## src/rtl/rect_pkg.sv

```systemverilog
// Shared types and constants for the RECTANGLE block decryption core.
// Used by the controller, the datapath and the top level.
`timescale 1ns / 1ps

package rect_pkg;

    // Default number of decryption rounds; the key store holds one more entry.
    localparam int DEFAULT_ROUNDS = 25;

    // Fixed field widths of the command interface.
    localparam int SLOT_W  = 5;
    localparam int BLOCK_W = 64;
    localparam int ROW_W   = 16;

    // Right-rotation amounts for rows 1, 2 and 3.
    localparam int ROT_ROW1 = 1;
    localparam int ROT_ROW2 = 12;
    localparam int ROT_ROW3 = 13;

    // Opcode values.
    localparam logic OP_LOAD    = 1'b0;
    localparam logic OP_DECRYPT = 1'b1;

    // Commands from the controller to the datapath.
    typedef struct packed {
        logic load_en;    // write data_word into the key store
        logic start_dec;  // capture the ciphertext
        logic round_en;   // apply one inverse round with the fetched key
        logic final_en;   // final key XOR into the output register
    } rect_cmd_t;

endpackage

```

## src/rtl/rect_ctrl.sv

```systemverilog
// Controller for the RECTANGLE decryption core: beat acceptance, round
// sequencing and key store read addressing. Depends on rect_pkg.
`timescale 1ns / 1ps

module rect_ctrl
    import rect_pkg::*;
#(
    parameter int ROUNDS = DEFAULT_ROUNDS,
    parameter int KW     = $clog2(ROUNDS + 1)
)
(
    input  logic          clk,
    input  logic          rst_n,
    input  logic          start,
    input  logic          opcode,
    output logic          busy,
    output logic          done,
    output rect_cmd_t     cmd,
    output logic [KW-1:0] rd_addr
);

    typedef enum logic [1:0] {
        ST_IDLE,
        ST_RUN,
        ST_FINAL
    } state_t;

    state_t        state_reg, state_next;
    logic [KW-1:0] ctr_reg, ctr_next;
    logic          done_reg, done_next;
    logic          accept;

    assign busy   = (state_reg != ST_IDLE);
    assign done   = done_reg;
    assign accept = start && (state_reg == ST_IDLE);

    // Next-state, counter and command decode.
    always_comb
    begin
        state_next    = state_reg;
        ctr_next      = ctr_reg;
        done_next     = 1'b0;
        cmd.load_en   = 1'b0;
        cmd.start_dec = 1'b0;
        cmd.round_en  = 1'b0;
        cmd.final_en  = 1'b0;
        rd_addr       = ctr_reg;
        unique case (state_reg)
            ST_IDLE:
            begin
                rd_addr = KW'(ROUNDS);
                if (accept)
                begin
                    if (opcode == OP_DECRYPT)
                    begin
                        cmd.start_dec = 1'b1;
                        ctr_next      = KW'(ROUNDS);
                        state_next    = ST_RUN;
                    end
                    else
                    begin
                        cmd.load_en = 1'b1;
                    end
                end
            end
            ST_RUN:
            begin
                // The key for this round was fetched last cycle; fetch the next.
                cmd.round_en = 1'b1;
                rd_addr      = ctr_reg - KW'(1);
                ctr_next     = ctr_reg - KW'(1);
                if (ctr_reg == KW'(1))
                begin
                    state_next = ST_FINAL;
                end
            end
            ST_FINAL:
            begin
                cmd.final_en = 1'b1;
                done_next    = 1'b1;
                state_next   = ST_IDLE;
            end
            default:
            begin
                state_next = ST_IDLE;
            end
        endcase
    end

    // State and registered outputs.
    always_ff @(posedge clk or negedge rst_n)
    begin
        if (!rst_n)
        begin
            state_reg <= ST_IDLE;
            ctr_reg   <= '0;
            done_reg  <= 1'b0;
        end
        else
        begin
            state_reg <= state_next;
            ctr_reg   <= ctr_next;
            done_reg  <= done_next;
        end
    end

endmodule

```

## src/rtl/rect_dp.sv

```systemverilog
// Datapath for the RECTANGLE decryption core: round key store, state
// register, one inverse round per cycle and the output register. Depends on rect_pkg.
`timescale 1ns / 1ps

module rect_dp
    import rect_pkg::*;
#(
    parameter int ROUNDS = DEFAULT_ROUNDS,
    parameter int KW     = $clog2(ROUNDS + 1)
)
(
    input  logic               clk,
    input  rect_cmd_t          cmd,
    input  logic [KW-1:0]      rd_addr,
    input  logic [SLOT_W-1:0]  key_slot,
    input  logic [BLOCK_W-1:0] data_word,
    output logic [BLOCK_W-1:0] plain_block
);

    localparam int DEPTH = ROUNDS + 1;

    logic [BLOCK_W-1:0] key_mem [DEPTH];
    logic [BLOCK_W-1:0] key_q;
    logic [BLOCK_W-1:0] blk_reg, blk_next;
    logic [BLOCK_W-1:0] plain_reg;
    logic [BLOCK_W-1:0] mixed;
    logic [ROW_W-1:0]   r0, r1, r2, r3;
    logic [ROW_W-1:0]   a1, d1, d2, b1, c1, b2, b3, d3, d4, d5, a2, a3;

    // Key store: one write port for loads, one registered read port.
    always_ff @(posedge clk)
    begin
        if (cmd.load_en && (key_slot <= SLOT_W'(ROUNDS)))
        begin
            key_mem[key_slot[KW-1:0]] <= data_word;
        end
        key_q <= key_mem[rd_addr];
    end

    // Key XOR, row rotations and the bitsliced inverse S-box.
    always_comb
    begin
        mixed = blk_reg ^ key_q;
        r0 = mixed[ROW_W-1:0];
        r1 = (mixed[2*ROW_W-1:ROW_W] >> ROT_ROW1)
           | (mixed[2*ROW_W-1:ROW_W] << (ROW_W - ROT_ROW1));
        r2 = (mixed[3*ROW_W-1:2*ROW_W] >> ROT_ROW2)
           | (mixed[3*ROW_W-1:2*ROW_W] << (ROW_W - ROT_ROW2));
        r3 = (mixed[4*ROW_W-1:3*ROW_W] >> ROT_ROW3)
           | (mixed[4*ROW_W-1:3*ROW_W] << (ROW_W - ROT_ROW3));
        a1 = (r0 & r2) ^ r3;
        d1 = r3 | r0;
        d2 = d1 ^ r2;
        b1 = r1 ^ d2;
        c1 = b1;
        b2 = b1 ^ r0;
        b3 = b2 ^ a1;
        d3 = ~d2;
        d4 = d3 | b3;
        d5 = d4 ^ a1;
        a2 = a1 & b3;
        a3 = a2 ^ d3;
        blk_next = {d5, c1, b3, a3};
    end

    // State and output registers.
    always_ff @(posedge clk)
    begin
        if (cmd.start_dec)
        begin
            blk_reg <= data_word;
        end
        else if (cmd.round_en)
        begin
            blk_reg <= blk_next;
        end
        if (cmd.final_en)
        begin
            plain_reg <= blk_reg ^ key_q;
        end
    end

    assign plain_block = plain_reg;

endmodule

```

## src/rtl/rectangle_block_decrypt.sv

```systemverilog
// Top level of the RECTANGLE-64 block decryption core.
// Instantiates rect_ctrl and rect_dp; depends on rect_pkg.
`timescale 1ns / 1ps

// Usage:
// A command beat is taken at a rising edge where start is high and busy is
// low. With opcode OP_LOAD the beat writes data_word into round key slot
// key_slot (slots above ROUNDS are ignored); it gives no result and the
// block is ready again in the next cycle. With opcode OP_DECRYPT the beat
// carries a ciphertext block as four 16-bit rows, row j in bits 16j+15..16j.
// The controller then holds busy high while the datapath runs one inverse
// round per cycle, fetching each round key from the key store in the cycle
// before its round. The plaintext appears on plain_block with done high for
// exactly one cycle. A single shared round unit serves every round, so no
// new beat is taken while a block is being decrypted. All round keys
// 0..ROUNDS must be loaded before a decryption. Reset clears the controller
// only; the key store keeps no reset value. The receiver cannot hold
// results off: done is a strobe.

module rectangle_block_decrypt
    import rect_pkg::*;
#(
    parameter int ROUNDS = DEFAULT_ROUNDS
)
(
    input  logic               clk,
    input  logic               rst_n,
    input  logic               start,
    output logic               busy,
    input  logic               opcode,
    input  logic [SLOT_W-1:0]  key_slot,
    input  logic [BLOCK_W-1:0] data_word,
    output logic               done,
    output logic [BLOCK_W-1:0] plain_block
);

    localparam int KW = $clog2(ROUNDS + 1);

    rect_cmd_t     cmd;
    logic [KW-1:0] rd_addr;

    rect_ctrl #(
        .ROUNDS (ROUNDS),
        .KW     (KW)
    ) u_ctrl (
        .clk     (clk),
        .rst_n   (rst_n),
        .start   (start),
        .opcode  (opcode),
        .busy    (busy),
        .done    (done),
        .cmd     (cmd),
        .rd_addr (rd_addr)
    );

    rect_dp #(
        .ROUNDS (ROUNDS),
        .KW     (KW)
    ) u_dp (
        .clk         (clk),
        .cmd         (cmd),
        .rd_addr     (rd_addr),
        .key_slot    (key_slot),
        .data_word   (data_word),
        .plain_block (plain_block)
    );

endmodule
```

## config.mk

```make
export PLATFORM = sky130hd
export DESIGN_NAME = rectangle_block_decrypt
export DESIGN_NICKNAME = d
export VERILOG_FILES = /design/src/rtl/rect_pkg.sv /design/src/rtl/rect_ctrl.sv /design/src/rtl/rect_dp.sv /design/src/rtl/rectangle_block_decrypt.sv
export SDC_FILE = /design/constraint.sdc
export NUM_CORES = 2
export LEC_CHECK = 0
export ABC_CLOCK_PERIOD_IN_PS = 6100
export BUFFER_PORTS_ARGS = -buffer_cell sky130_fd_sc_hd__buf_2
export CAP_MARGIN = 10
export CORE_MARGIN = 2
export CORE_UTILIZATION = 39
export CTS_CLUSTER_DIAMETER = 100
export CTS_CLUSTER_SIZE = 10
export DETAILED_ROUTE_END_ITERATION = 12
export HOLD_SLACK_MARGIN = 0.05
export PLACE_DENSITY = 0.53
export SLEW_MARGIN = 20
export SYNTH_ARGS = -nofsm -noshare
export SYNTH_HDL_FRONTEND = slang
export SYNTH_SLANG_ARGS = --single-unit
```

## constraint.sdc

```tcl
create_clock -name clk -period 6.1 [get_ports clk]
set_input_delay 0.305 -clock clk [delete_from_list [all_inputs] [get_ports clk]]
set_output_delay 0.305 -clock clk [all_outputs]
set_load 0.05 [all_outputs]
```

==> impl_metrics.py <==
metrics = {
    "worst_setup_path": {
        "rrSetupSlack_ns": 2.15,
        "required_ns": 6.79,
        "end_kind": "flop",
        "path_cells": "nor3_1, mux2i_1, and2_1, nor2_4, buf_4, a221oi_1, a21oi_1",
        "slowest_delay_ns": 0.77,
        "cp_num_buf_inv": 1,
        "start_kind": "flop",
        "worstPathArrival_ns": 4.64,
        "reg2reg_depth": 7,
        "cp_max_fo": 40,
        "slowest_stage": "and2_1",
        "crit_family": "simple AND/OR/NAND/NOR gates",
        "path_class": "flop to flop",
        "timing.rr.start": "u_ctrl.ctr_reg[0]$_DFFE_PN0P_",
        "reg2reg_to": "u_dp.key_q[36]$_DFF_P_",
    },
    "sta": {
        "setup_viol": 0,
        "fin_skew_ns": 0.0542,
        "clock.fmax_mhz": 253,
        "slew_violations": 0,
        "setup_slack_ns": 2.15,
        "period_needed_ns": 3.95,
        "relSlewSlack": 0.220,
        "worst_pin_slew_ns": 1.16,
        "fin_crit_sh": 0.647,
        "rsz0062_at_grt": "no",
        "hold_viol_final": 0,
        "setup-tns-final_ns": 0,
    },
    "global_routing": {
        "grt_pass1_wl_um": 309000,
        "grt_pass1_vias": 40327,
        "antenna_found_initial": 14,
        "grt_remaining_overflow": 0,
        "grtUsageTotal": 0.231,
        "grt_max_degree": 109,
    },
    "cts": {
        "cts_max_path_buffers": 3,
        "root_buffer": "clkbuf_16",
        "cts_buffers": 204,
        "clk_latency_ns": 0.85,
        "clkSinkCount": 1864,
        "cts_setup_buffers": 0,
        "clk_pin_slew_worst_paths_ns": 0.06,
        "htree_levels": 4,
        "cts_resized": 0,
        "cts_tree": "yes",
    },
    "floorplan": {
        "core_um2": 183000,
        "dieArea_um2": 187000,
        "io_pins": 139,
        "dieHeight_um": 433,
        "initial_core_util": 0.392,
        "rows": 157,
        "die_w_um": 433,
    },
    "synthesis": {
        "synth_top_area_frac": 0.750,
        "synth-edff-count": 1792,
        "ys_seq_elements": 1864,
        "syn-num-nets": 4521,
        "async_flop_share": 0.00429,
        "synthCells": 4430,
        "yosysWarnings": 0,
        "yosys.cell_count.top_type": "edfxtp_1",
        "yosysUniqueCellTypes": 54,
        "synth_largest_area_cell": "edfxtp_1",
        "ys.flop_type": "edfxtp_1",
        "synthTopCellsByArea": "edfxtp_1 75%, mux2i_1 4.4%, a22oi_1 3.3%, o21ai_0 2.3%, a221oi_1 2.2%",
        "synth-seq-area-share": 0.771,
        "avgSynthCellArea_um2": 16.2,
        "synth_area_um2": 71700,
        "netlist_top_cells_count": "1792 x edfxtp_1, 332 x o21ai_0, 320 x a22oi_1",
    },
    "worst_hold_path": {
        "min_delay_path_depth": 3,
        "min_path_type": "input port to flop",
        "hold_start": "start",
        "holdPathEnd": "u_dp.blk_reg[46]$_DFFE_PP_",
    },
    "detailed_routing": {
        "drc": 0,
        "drt_iter0_markers": 4587,
        "wl_um": 220000,
        "post_drt_via_cell_ratio": 5.71,
        "ant_nets": 0,
        "num_vias": 41706,
        "wl_per_cell_um": 30.1,
        "dr.pass1.iters": 6,
    },
    "power": {
        "leakagePower_nw": 26.4,
        "ir_worst_vdd_mv": 0.721,
        "p_per_area_nw_per_um2": 595,
    },
    "layout": {
        "drive_gt1_frac": 0.106,
        "synthToLayoutAreaGrowth_pct": 14.9,
        "fin_nets": 4753,
        "postLayoutCoreUtil": 0.451,
        "largest_reg_flops": 1664,
    },
    "place": {
        "dp_hpwl_um": 122000,
        "gp_congestion": 0.813,
        "pre_cts_ws_ns": 2.14,
        "io_buffers": 138,
    },
    "flow_run": {
        "max_cap_violations": 0,
    },
    "status": {
        "status": "finished clean",
    },
}
==> cells by family after synthesis <==
kind of cell               share of synthesized area
DFF                                            0.771
AOI/OAI and AO/OA                              0.116
and+or+nand+nor                               0.0253
buffers and inverters                         0.0216
muxes                                         0.0452
xor gates and xnor gates                      0.0177
adders and majority gates                    0.00314
==> power by group <==
group	switching [mW]	internal, mW	leakage, nW
registers	0.493	15.3	16.8
clock network	4.99	6.34	2.83
logic	14.7	7.18	6.80
total	20.2	28.8	26.4
==> worst register-to-register path, stage by stage, from the launching register on <==
cell and delay [ns]:
dfrtp_1 0.49, nor3_1 0.42, mux2i_1 0.61, and2_1 0.77, nor2_4 0.33, buf_4 0.52, a221oi_1 0.57, a21oi_1 0.14
==> worst max-delay path by stage <==
stage | cells past startpoint | slack, ns | start | to
after floorplan | 6 | 1.44 | u_ctrl.state_reg[1]$_DFFE_PN0P_ | u_dp.key_mem[17][0]$_DFFE_PP_
after global placement | 7 | 2.12 | u_ctrl.ctr_reg[0]$_DFFE_PN0P_ | u_dp.key_q[60]$_DFF_P_
after detailed placement | 7 | 2.14 | u_ctrl.ctr_reg[0]$_DFFE_PN0P_ | u_dp.key_q[42]$_DFF_P_
after CTS | 7 | 2.16 | u_ctrl.ctr_reg[0]$_DFFE_PN0P_ | u_dp.key_q[36]$_DFF_P_
after global routing | 6 | 1.91 | u_ctrl.state_reg[1]$_DFFE_PN0P_ | u_dp.key_mem[2][31]$_DFFE_PP_
final | 7 | 2.15 | u_ctrl.ctr_reg[0]$_DFFE_PN0P_ | u_dp.key_q[36]$_DFF_P_
==> cell usage in the layout (no fill, tap or decap), types with 11 or more instances in the layout <==
cell type | synthesis | final
a21oi_1 | 290 | 290
a221oi_1 | 180 | 180
a22oi_1 | 320 | 319
a311oi_1 | 60 | 60
buf_12 | 0 | 31
buf_2 | 76 | 138
buf_4 | 34 | 70
clkbuf_1 | 149 | 156
clkbuf_16 | 0 | 206
dfxtp_1 | 64 | 64
dlygate4sd3_1 | 0 | 66
edfxtp_1 | 1792 | 1792
ha_1 | 18 | 18
inv_1 | 69 | 69
mux2i_1 | 317 | 317
nand2_1 | 313 | 312
nand3_1 | 14 | 13
nor2_1 | 84 | 56
nor2_4 | 0 | 31
o211a_1 | 11 | 11
o211ai_1 | 14 | 14
o21ai_0 | 332 | 332
o21ai_1 | 41 | 41
xnor2_1 | 145 | 145
==> area by class of cell <==
type / instances / area [um2]
inverters: 69 / 259
clock inverters: 14 / 255
repair buffers: 309 / 2570
flip-flops and latches: 1864 / 55300
clock buffers: 362 / 5740
multi-input cells: 2214 / 15200
well taps: 2464 / 3080
fillers: 15991 / 100000
diodes: 6 / 15.0
==> per-layer routing <==
metal  vias up  GRT usage  wire length [um]
li1      18022          -                 -
met1     21835      0.319             93900
met2      1551      0.377            106000
met3       298     0.0344             13200
met4         0     0.0736              6760
met5         -          0                 0
==> stage by stage <==
stage | hold slack, ns | instance area, um2 | power [mW] | instances
after global routing | 0.264 | 82400 | 51.2 | 7300
after global placement | 0.194 | 75700 | 37.7 | 6851
after floorplan | 0.00941 | 71700 | 29.1 | 4430
after CTS | 0.236 | 82400 | 49.2 | 7296
final | 0.274 | 82400 | 49.0 | 7302
after detailed placement | 0.189 | 75800 | 37.9 | 6854
==> what timing repair did <==
item                                    in CTS  in global routing
endpoints found under the setup margin       0                  0
endpoints found under the hold margin     1683                  0
hold buffers                                66                  0
Note: power is estimated with default switching activity, not from simulation.
